## src/i2crs_pkg.sv

```systemverilog
`default_nettype none
package i2crs_pkg;

  // Largest number of bytes packed into one read word
  localparam int unsigned WORD_BYTES = 4;
  localparam int unsigned BYTE_W     = 8;
  localparam int unsigned WORD_W     = WORD_BYTES * BYTE_W;
  localparam int unsigned COUNT_W    = 3;
  localparam int unsigned PHASE_W    = 3;
  localparam int unsigned OP_W       = 3;
  localparam int unsigned ADDR_W     = 7;
  localparam int unsigned EVENT_W    = 32;
  localparam int unsigned CFG_IDX_W  = 2;
  localparam int unsigned CFG_DATA_W = 32;
  localparam int unsigned OUT_DATA_W = 80;

  // Event codes
  localparam logic [OP_W-1:0] OP_START     = 3'd0;
  localparam logic [OP_W-1:0] OP_ACK       = 3'd1;
  localparam logic [OP_W-1:0] OP_NACK      = 3'd2;
  localparam logic [OP_W-1:0] OP_STOP_DONE = 3'd3;
  localparam logic [OP_W-1:0] OP_RX_BYTE   = 3'd4;

  // Sequencer phases
  localparam logic [PHASE_W-1:0] PH_IDLE      = 3'd0;
  localparam logic [PHASE_W-1:0] PH_SENT_ADDR = 3'd1;
  localparam logic [PHASE_W-1:0] PH_SENT_REG  = 3'd2;
  localparam logic [PHASE_W-1:0] PH_WAIT_READ = 3'd3;
  localparam logic [PHASE_W-1:0] PH_RECEIVE   = 3'd4;
  localparam logic [PHASE_W-1:0] PH_STOP      = 3'd5;

  // Configuration register indexes
  localparam logic [CFG_IDX_W-1:0] CFG_DEVICE_ADDRESS   = 2'd0;
  localparam logic [CFG_IDX_W-1:0] CFG_REGISTER_COMMAND = 2'd1;
  localparam logic [CFG_IDX_W-1:0] CFG_BYTE_COUNT       = 2'd2;
  localparam logic [CFG_IDX_W-1:0] CFG_DONE_EVENT_ID    = 2'd3;

  localparam logic [COUNT_W-1:0] BYTE_COUNT_RESET = 3'd2;

  typedef struct packed {
    logic [ADDR_W-1:0]  device_address;
    logic [BYTE_W-1:0]  register_command;
    logic [COUNT_W-1:0] byte_count;
    logic [EVENT_W-1:0] done_event_id;
  } cfg_t;

  typedef struct packed {
    logic [PHASE_W-1:0] phase;
    logic [COUNT_W-1:0] bytes_left;
    logic [WORD_W-1:0]  word_accumulator;
  } seq_state_t;

  typedef struct packed {
    logic               fault;
    logic [EVENT_W-1:0] done_event;
    logic               finished;
    logic [WORD_W-1:0]  read_word;
    logic               word_valid;
    logic               issue_nack_stop;
    logic               issue_ack;
    logic [BYTE_W-1:0]  tx_byte;
    logic               tx_valid;
    logic               issue_start;
  } result_t;

endpackage
`default_nettype wire

```

## src/i2crs_cfg_regs.sv

```systemverilog
`default_nettype none
module i2crs_cfg_regs (
  input  wire logic                               clk,
  input  wire logic                               rst,
  input  wire logic                               cfg_we,
  input  wire logic [i2crs_pkg::CFG_IDX_W-1:0]    cfg_index,
  input  wire logic [i2crs_pkg::CFG_DATA_W-1:0]   cfg_data,
  output i2crs_pkg::cfg_t                         cfg
);

  // Decode the index and hold the written value
  always_ff @(posedge clk) begin
    if (rst) begin
      cfg.device_address   <= '0;
      cfg.register_command <= '0;
      cfg.byte_count       <= i2crs_pkg::BYTE_COUNT_RESET;
      cfg.done_event_id    <= '0;
    end else if (cfg_we) begin
      unique case (cfg_index)
        i2crs_pkg::CFG_DEVICE_ADDRESS:
          cfg.device_address <= cfg_data[i2crs_pkg::ADDR_W-1:0];
        i2crs_pkg::CFG_REGISTER_COMMAND:
          cfg.register_command <= cfg_data[i2crs_pkg::BYTE_W-1:0];
        i2crs_pkg::CFG_BYTE_COUNT:
          cfg.byte_count <= cfg_data[i2crs_pkg::COUNT_W-1:0];
        i2crs_pkg::CFG_DONE_EVENT_ID:
          cfg.done_event_id <= cfg_data[i2crs_pkg::EVENT_W-1:0];
        default: ;
      endcase
    end
  end

endmodule
`default_nettype wire

```

## src/i2crs_step.sv

```systemverilog
`default_nettype none
module i2crs_step (
  input  wire i2crs_pkg::cfg_t                  cfg,
  input  wire i2crs_pkg::seq_state_t            cur,
  input  wire logic [i2crs_pkg::OP_W-1:0]       operation,
  input  wire logic [i2crs_pkg::BYTE_W-1:0]     rx_byte,
  output i2crs_pkg::seq_state_t                 nxt,
  output i2crs_pkg::result_t                    res
);

  logic [i2crs_pkg::COUNT_W-1:0] start_count;
  logic [i2crs_pkg::COUNT_W-1:0] left_dec;
  logic [i2crs_pkg::WORD_W-1:0]  rx_placed;
  logic [i2crs_pkg::WORD_W-1:0]  acc_or;
  logic [i2crs_pkg::BYTE_W-1:0]  read_addr;
  logic                          bad;

  // Clamp the byte count into one to a full word
  always_comb begin
    if (cfg.byte_count == '0) begin
      start_count = i2crs_pkg::COUNT_W'(1);
    end else if (cfg.byte_count > i2crs_pkg::COUNT_W'(i2crs_pkg::WORD_BYTES)) begin
      start_count = i2crs_pkg::COUNT_W'(i2crs_pkg::WORD_BYTES);
    end else begin
      start_count = cfg.byte_count;
    end
  end

  // Place the received byte at its lane, first byte most significant
  always_comb begin
    left_dec  = (cur.bytes_left != '0) ? cur.bytes_left - 1'b1 : '0;
    rx_placed = i2crs_pkg::WORD_W'(rx_byte) << (i2crs_pkg::BYTE_W * left_dec[1:0]);
    acc_or    = cur.word_accumulator | rx_placed;
    read_addr = {cfg.device_address, 1'b1};
  end

  // Advance the phase for this event
  always_comb begin
    nxt = cur;
    res = '0;
    bad = 1'b0;
    unique case (operation)
      i2crs_pkg::OP_START: begin
        if (cur.phase == i2crs_pkg::PH_IDLE) begin
          nxt.bytes_left       = start_count;
          nxt.word_accumulator = '0;
          nxt.phase            = i2crs_pkg::PH_SENT_ADDR;
          res.issue_start      = 1'b1;
          res.tx_valid         = 1'b1;
          res.tx_byte          = {cfg.device_address, 1'b0};
        end else begin
          bad = 1'b1;
        end
      end
      i2crs_pkg::OP_ACK: begin
        if (cur.phase == i2crs_pkg::PH_SENT_ADDR) begin
          nxt.phase    = i2crs_pkg::PH_SENT_REG;
          res.tx_valid = 1'b1;
          res.tx_byte  = cfg.register_command;
        end else if (cur.phase == i2crs_pkg::PH_SENT_REG) begin
          nxt.phase       = i2crs_pkg::PH_WAIT_READ;
          res.issue_start = 1'b1;
          res.tx_valid    = 1'b1;
          res.tx_byte     = read_addr;
        end else if (cur.phase == i2crs_pkg::PH_WAIT_READ) begin
          nxt.phase = i2crs_pkg::PH_RECEIVE;
        end else begin
          bad = 1'b1;
        end
      end
      i2crs_pkg::OP_NACK: begin
        // Retry the repeated start with the read address
        if (cur.phase == i2crs_pkg::PH_WAIT_READ) begin
          res.issue_start = 1'b1;
          res.tx_valid    = 1'b1;
          res.tx_byte     = read_addr;
        end else begin
          bad = 1'b1;
        end
      end
      i2crs_pkg::OP_STOP_DONE: begin
        if (cur.phase == i2crs_pkg::PH_STOP) begin
          nxt.phase      = i2crs_pkg::PH_IDLE;
          res.finished   = 1'b1;
          res.done_event = cfg.done_event_id;
        end else begin
          bad = 1'b1;
        end
      end
      i2crs_pkg::OP_RX_BYTE: begin
        if (cur.phase == i2crs_pkg::PH_RECEIVE) begin
          nxt.bytes_left = left_dec;
          if (left_dec != '0) begin
            nxt.word_accumulator = acc_or;
            res.issue_ack        = 1'b1;
          end else begin
            nxt.word_accumulator = cur.word_accumulator
                                   | i2crs_pkg::WORD_W'(rx_byte);
            nxt.phase            = i2crs_pkg::PH_STOP;
            res.issue_nack_stop  = 1'b1;
            res.word_valid       = 1'b1;
            res.read_word        = cur.word_accumulator
                                   | i2crs_pkg::WORD_W'(rx_byte);
          end
        end else begin
          bad = 1'b1;
        end
      end
      default: bad = 1'b1;
    endcase

    // Drop everything but the fault flag on a disallowed event
    if (bad) begin
      nxt       = cur;
      res       = '0;
      res.fault = 1'b1;
    end
  end

endmodule
`default_nettype wire

```

## src/i2c_register_read_sequencer.sv

```systemverilog
// The result word for an accepted event word is registered onto m_tdata in the cycle after acceptance.
// Throughput: one event per cycle; the single state update per event and the
// output register set the figure, and s_tready stays high while the output
// register is empty or being drained.
// Reset (rst, synchronous): phase idle, byte count and word cleared, output
// empty, configuration back to its defaults.
`default_nettype none
module i2c_register_read_sequencer (
  input  wire logic                                 clk,
  input  wire logic                                 rst,
  // Configuration write port
  input  wire logic                                 cfg_we,
  input  wire logic [i2crs_pkg::CFG_IDX_W-1:0]      cfg_index,
  input  wire logic [i2crs_pkg::CFG_DATA_W-1:0]     cfg_data,
  // Event stream
  input  wire logic                                 s_tvalid,
  output logic                                      s_tready,
  input  wire logic [7:0]                           s_tdata,  // [7:0] rx_byte
  input  wire logic [i2crs_pkg::OP_W-1:0]           s_tuser,  // [2:0] operation
  // Result stream
  output logic                                      m_tvalid,
  input  wire logic                                 m_tready,
  // [0] issue_start, [1] tx_valid, [9:2] tx_byte, [10] issue_ack,
  // [11] issue_nack_stop, [12] word_valid, [44:13] read_word,
  // [76:45] done_event, [77] fault, [79:78] zero
  output logic [i2crs_pkg::OUT_DATA_W-1:0]          m_tdata,
  output logic                                      m_tlast   // finished
);

  i2crs_pkg::cfg_t        cfg;
  i2crs_pkg::seq_state_t  state;
  i2crs_pkg::seq_state_t  state_next;
  i2crs_pkg::result_t     res;
  logic                   accept;

  i2crs_cfg_regs u_cfg (
    .clk       (clk),
    .rst       (rst),
    .cfg_we    (cfg_we),
    .cfg_index (cfg_index),
    .cfg_data  (cfg_data),
    .cfg       (cfg)
  );

  i2crs_step u_step (
    .cfg       (cfg),
    .cur       (state),
    .operation (s_tuser),
    .rx_byte   (s_tdata),
    .nxt       (state_next),
    .res       (res)
  );

  assign s_tready = !m_tvalid || m_tready;
  assign accept   = s_tvalid && s_tready;

  // Advance the sequencer state on each accepted word
  always_ff @(posedge clk) begin
    if (rst) begin
      state.phase            <= i2crs_pkg::PH_IDLE;
      state.bytes_left       <= '0;
      state.word_accumulator <= '0;
    end else if (accept) begin
      state <= state_next;
    end
  end

  // Hold the result word until the downstream side takes it
  always_ff @(posedge clk) begin
    if (rst) begin
      m_tvalid <= 1'b0;
    end else if (accept) begin
      m_tvalid <= 1'b1;
    end else if (m_tready) begin
      m_tvalid <= 1'b0;
    end
  end

  always_ff @(posedge clk) begin
    if (accept) begin
      m_tdata <= {2'b00, res.fault, res.done_event, res.read_word, res.word_valid,
                  res.issue_nack_stop, res.issue_ack, res.tx_byte, res.tx_valid,
                  res.issue_start};
      m_tlast <= res.finished;
    end
  end

endmodule
`default_nettype wire

```

## config.mk

```make
export PLATFORM = sky130hd
export DESIGN_NAME = i2c_register_read_sequencer
export DESIGN_NICKNAME = d
export VERILOG_FILES = /design/src/i2crs_pkg.sv /design/src/i2crs_cfg_regs.sv /design/src/i2crs_step.sv /design/src/i2c_register_read_sequencer.sv
export SDC_FILE = /design/constraint.sdc
export NUM_CORES = 1
export LEC_CHECK = 0
export BUFFER_PORTS_ARGS = -buffer_cell sky130_fd_sc_hd__buf_2
export CORE_ASPECT_RATIO = 2
export CORE_MARGIN = 5
export CORE_UTILIZATION = 55
export CTS_BUF_LIST = sky130_fd_sc_hd__clkbuf_8 sky130_fd_sc_hd__clkbuf_16
export CTS_CLUSTER_SIZE = 28
export DETAILED_ROUTE_END_ITERATION = 10
export PLACE_DENSITY = 0.8
export SLEW_MARGIN = 20
export SYNTH_ARGS = -nofsm -noshare
export SYNTH_HDL_FRONTEND = slang
export SYNTH_SLANG_ARGS = --single-unit
```

## constraint.sdc

```tcl
create_clock -name clk -period 3.6 [get_ports clk]
set_input_delay 0.18 -clock clk [delete_from_list [all_inputs] [get_ports clk]]
set_output_delay 0.18 -clock clk [all_outputs]
set_load 0.005 [all_outputs]
```

==> After elaboration in Yosys (flattened, before gate mapping) <==
Index checks and enable logic that the tools add are counted.
{ "totals": {"reg_bits": 168, "in_bits": 50} }
{ "op_classes": {"add_sub_neg": 1, "n_lt_le_gt_ge": 1, "eq_ne": 17, "shifts": 1, "mux": 35, "bitwise": 7, "n_reduce_logical": 22} }
{ "op_table": {"columns": ["operator", "count"], "rows": [
  ["$mux 79", 1],
  ["$mux 38", 2],
  ["$mux 35", 2],
  ["$pmux 35 s2", 1],
  ["$mux 33", 2],
  ["$mux 34", 1],
  ["$mux 32", 1],
  ["$or 32x32->32", 1],
  ["$or 32x8->32", 1],
  ["$shl 8x5->32", 1],
  ["$mux 10", 3],
  ["$pmux 10 s3", 1],
  ["$mux 3", 8],
  ["$eq 3x2->1 const B", 4],
  ["$pmux 3 s4", 1],
  ["$mux 1", 10],
  ["$eq 3x3->1 const B", 3],
  ["$logic_not 3->1", 3],
  ["$mux 9", 1],
  ["$reduce_and 2->1", 4],
  ["$reduce_and 8->1", 1],
  ["$eq 3x1->1 const B", 2],
  ["$ne 2x1->1 const B", 3],
  ["$reduce_bool 3->1", 2],
  ["18 further kinds", 25]
]} }

==> Longest topological paths before layout <==
{ "logic_depth": {"depth_word": 7, "depth_mapped": 11, "ltp_nobuf": 8} }

==> Cells and area by module <==
From an unflattened synthesis, not the netlist that was laid out.
{ "hier_totals": {"cells_unflattened": 676, "hier_area_um2": 7813.7} }
{ "by_module_without_submodules": {"columns": ["mod", "instances", "cells_per_inst", "area_each_um2", "seq_area_each_um2"], "rows": [
  ["i2c_register_read_sequencer", 1, 261, 4247.8, 3153.0],
  ["i2crs_cfg_regs", 1, 203, 2139.6, 1001.0],
  ["i2crs_step", 1, 212, 1426.4, 0.0]
]} }

==> Least setup slack after synthesis <==
Ideal clock, no wire load.
{ "synth_timing": {"path_type": "register -> register", "from": "reg m_tvalid", "to": "reg state[31] in the netlist's numbering", "t_arrival_ps": 2993, "path_slack_ps": 478, "path_stages_with_launch": 6, "path_cell_list": "dfxtp_1 nand2b_1 nand2_1 clkinv_1 a41oi_1 nor2_1"} }
{ "synth_via": {"elab_chain_cells": 4} }
{ "synth_rtl": {"columns": ["element", "line_no", "source"], "rows": [
  ["start, declared", "i2c_register_read_sequencer.sv:21", "output logic m_tvalid,"],
  ["start signal, assigned", "i2c_register_read_sequencer.sv:71", "m_tvalid <= 1'b0;"],
  ["start signal, assigned", "i2c_register_read_sequencer.sv:73", "m_tvalid <= 1'b1;"],
  ["start signal, assigned", "i2c_register_read_sequencer.sv:75", "m_tvalid <= 1'b0;"],
  ["$logic_not 1->1", "i2c_register_read_sequencer.sv:54", "assign s_tready = !m_tvalid || m_tready;"],
  ["$logic_or 1x1->1", "i2c_register_read_sequencer.sv:54", null],
  ["net s_tready", "i2c_register_read_sequencer.sv:17", "output logic s_tready,"],
  ["$logic_and 1x1->1", "i2c_register_read_sequencer.sv:55", "assign accept = s_tvalid && s_tready;"],
  ["net accept", "i2c_register_read_sequencer.sv:34", "logic accept;"],
  ["$reduce_and 5->1 (no line)", null, null],
  ["end signal, assigned", "i2c_register_read_sequencer.sv:64", "state <= state_next;"],
  ["end, declared", "i2c_register_read_sequencer.sv:31", "i2crs_pkg::seq_state_t state;"]
]} }
The timed path passes the listed nets, and every way through them passes these cells.
A chain may end at the register's enable or synchronous reset.

==> Worst setup path after layout <==
{ "layout_timing": {"from": "reg state[32] in the netlist's numbering", "to": "reg m_tdata[29] in the netlist's numbering, data pin"} }
{ "layout_via": {"elab_chain_cells": 4, "elab_cells_between_ends": 5} }
{ "layout_rtl": {"columns": ["element", "line_no", "source"], "rows": [
  ["$sub 3x1->3 or $reduce_bool 3->1 (tied branches)", "i2crs_step.sv:31", "left_dec = (cur.bytes_left != '0) ? cur.bytes_left - 1'b1 : '0;"],
  ["$mux 3 *", "i2crs_step.sv:31", null],
  ["$reduce_bool 3->1 *", "i2crs_step.sv:93", "if (left_dec != '0) begin"],
  ["$reduce_or 4->1 (no line) *", null, null],
  ["end signal, assigned", "i2c_register_read_sequencer.sv:81", "m_tdata <= {2'b00, res.fault, res.done_event, res.read_word, res.word_valid,"],
  ["end, declared", "i2c_register_read_sequencer.sv:26", "output logic [i2crs_pkg::OUT_DATA_W-1:0] m_tdata,"]
]} }
Every way passes the cells marked *; elsewhere a longest branch is shown, timed or not.

==> impl_summary.md <==
Clocking
Post-CTS repair changed the size of 0 cells. The TritonCTS buffer count is 17. The clock tree root driver cell is clkbuf_16. The later pin in the worst-skew pair is clocked with a latency of 0.42 ns. The tree built by TritonCTS fans out to around 170 sinks.

The TritonCTS clock tree is built. The maximum buffer depth of the clock tree is 2. The number of setup buffers added after CTS is 0. The H-tree generated during clock tree synthesis spans 4 levels. The CTS clock-pin slew for the worst setup and hold paths is 0.07 ns.

Global routing
The pin count of the biggest net entering global routing is 63. The first global-routing pass estimated 25500 um of wire. The via count of the first global-routing pass is 5163. The total routing usage reported by global routing is 22.3%. The initial antenna violation count was 1.

The total overflow left after global routing is 0.

Yosys
In this run, synthesis produced a sequential element count of 167. For this run, the number of Yosys warnings is 0. The number of library cell types mapped by synthesis is slightly below 60. The fraction of registers with async set/reset is 0%. The cell area that synthesis handed to floorplanning was about 6700 um^2. In the synthesized netlist, the cells that appear most often are 89 x dfxtp_1, 78 x edfxtp_1, 74 x nand2_1. The synthesized design spends more area on one cell type than any other, namely edfxtp_1.

In this run the biggest area consumer among cell types represents 34.7% of the synthesized area. In the synthesized netlist the dominant register cell turns out to be dfxtp_1. For this run, the register share of the synthesized area comes to 61.1%. Ranked by total cell area, the synthesized netlist is headed by edfxtp_1 35%, dfxtp_1 26%, and2_1 5.2%. In this run the mean area of a mapped cell was 11.2 um^2. The synthesized design contains 78 enable-type register cells.

The most common cell in the netlist is dfxtp_1. Synthesis produced 605 cells.

Final layout
The post-layout net count is 789. The number of standard cells in the layout, taps in and fillers out is 898. The final instance area is 8210 um^2. The layout cell share with drive strength beyond 1 is 26.4%.

The utilization after layout is about two thirds. Relative to the synthesized area, the layout overhead comes to 21.6%.

STA
The number of endpoints with negative hold slack in the final report is 0. The final clock period utilization by the worst path is roughly four fifths. Setup repair after global routing left no endpoint under its margin. Setup violations remaining at the end of the flow were counted as 0.

The total count of max-transition violations in the final report is 0. Headroom to the max-slew limit came out at 45.6%. The final period demand of the worst path is roughly 2.9 ns. For the final database, setup skew stands at 0.00796 ns. For the pin with the worst max-slew slack, the measured transition is 0.810 ns.

The maximum clock frequency is 0.347 GHz. Setup total negative slack on the finished layout was measured at 0 ns.

Power and ir drop
The power density of the placed cells is a little under 500 nW/um^2. For this design the static power due to leakage is 3.30 nW. Power comes to 0.00408 W.

The largest vdd supply drop is 0.000395 V.

Critical path
The kind of capture point of the worst setup path is a register. The required time at the endpoint of the critical path is 3.89 ns. The origin of the critical flop-to-flop path is state[32].

For the worst flop-to-flop path, the logic depth is 9. On the worst path, the slowest cell contributes a delay of 0.45 ns. The data arrival time at the worst-slack endpoint is 3.17 ns. The endpoint identified for the worst register-to-register timing path is m_tdata[29].

Traced cell by cell, the critical path runs through or2_2 > inv_1 > ha_1 > nor2_1 > a211oi_4 > nand2b_1 > nor2_2 > buf_4 > and2_1. Of all nets on the critical path, the largest fanout is 33. The setup path with the least slack is of type register to register. The worst setup path is launched from a register. The setup check on the worst reg-to-reg path leaves a slack of 0.72 ns. For this design, the slowest cell found on the critical path is a211oi_4.

Routing
For this block, the via count after detailed routing is 5034. In this run the remaining antenna-violating nets after routing total 0. In the routed design, unresolved DRC markers number 0.

The first routing iteration left around 250 violations. Wires add up to 15600 um. After detailed routing, the average wire length per cell comes to roughly 17 um. The via-per-instance ratio is 5.61.

The number of detailed-routing iterations run before antenna repair is 5.

Floorplanning
The initial cell density of the core is between 50% and 60%. The core region is 12100 um^2. In this run the horizontal extent of the chip is 88.3 um.

After floorplanning, the core was divided into 57 placement rows. The die is 167 um tall. The number of placed I/O pins is 133. The die covers 14700 um^2.

Min path
The tightest min-delay check is of the primary input to register type. The worst hold path passes through 3 cells. In this run the most critical hold path is launched from cfg_data[26]. The hold-critical path endpoint is u_cfg.cfg[26].

Place
Summed over all nets, the half-perimeter wirelength after detailed placement is 10700 um. The area of placed instances is 7440 um^2. The last weighted congestion value of the routability-driven placer is 0.842. The count of buffers added on input and output ports is 130. The number of placed instances, taps included, is 847.

Status
The run finished with clean final reports.

Job
The tool flagged a number of max-cap violations equal to 0.
[worst max-delay path: cells and delay by family (launching register included)]
family                     cells  cell delay (ns)
DFF                            1             0.44
AOI/OAI and AO/OA              1             0.45
and+or+nand+nor                5             1.24
adders and majority gates      1             0.25
buffers and inverters          2             0.36
[cells in the final DEF, fill, tap and decap left out, types with 3 or more instances in the layout]
master         instances
buf_4                  9
mux2i_1               19
nor2_1                53
nor2b_1                4
inv_8                  6
a211oi_2              11
nor3b_1                4
a22o_1                 7
nand2_1               74
clkbuf_16             17
dfxtp_1               89
and2_1                56
a21oi_1               40
nor3_1                 4
nand3b_1               6
o21a_1                 9
a31oi_1               26
edfxtp_1              78
dlygate4sd3_1         18
a41oi_1                9
o31ai_1                8
inv_1                  6
buf_2                130
o21ai_0                3
nand2b_1              14
[flip-flops by register name, indices dropped and copies added, names as in the netlist]
name and count:
m_tdata 77, m_tlast 1, m_tvalid 1, state 38
u_cfg.cfg 50
[metal layers]
metal	track usage [%]	vias to the layer above	routed length [um]
met3	5.93	44	1050
met2	39.5	204	8370
met5	0	-	0
met4	10.3	0	650
li1	-	2399	-
met1	23.9	2387	5550
[stage by stage]
step	hold WS (ns)	worst slack [ns]
CTS	0.00270	0.757
detailed placement	0.426	0.804
floorplan	0.305	0.478
finish	0.0101	0.721
global route	0.0101	0.545
global placement	0.420	1.02
[cell type report]
class	count	area, um^2
Sequential cell	167	4120
Clock inverter	15	154
Timing Repair Buffer	157	898
Clock buffer	17	425
Multi-Input combinational cell	386	2390
Tap cell	147	184
Fill cell	911	3920
Inverter	8	31.3
Antenna cell	1	2.50
[cells by family (layout without fill, tap and decap cells)]
group | after synthesis | count (layout) | synth area share [%]
flops | 167 | 167 | 61.1
compound gates | 125 | 125 | 13.6
other cells | 1 | 3 | 0.0556
mux | 20 | 20 | 2.98
fa+ha+maj | 2 | 2 | 0.371
xor+xnor | 2 | 2 | 0.260
buf+inv | 53 | 197 | 3.82
simple gates | 235 | 235 | 17.8
[repair_timing]
action,in CTS,in global routing
setup endpoints to repair,0,0
endpoints found under the hold margin,18,0
hold buffers,18,0
[power breakdown]
part	total, W	internal (W)	leakage (nW)	switching, W
Clock	0.00176	0.000928	0.282	0.000834
Combinational	0.000255	0.0000989	1.51	0.000156
Sequential	0.00207	0.00204	1.51	0.0000223
[worst max-delay path by stage]
stage / to / cells past startpoint / slack, ns / startpoint
after floorplan: state[31] / 5 / 0.48 / m_tvalid
after global placement: m_tdata[38] / 9 / 1.02 / state[32]
after detailed placement: m_tdata[33] / 9 / 0.80 / state[32]
after CTS: m_tdata[33] / 9 / 0.76 / state[32]
after global routing: m_tdata[28] / 9 / 0.54 / state[32]
final: m_tdata[29] / 9 / 0.72 / state[32]
(Power assumes the default switching activity.)
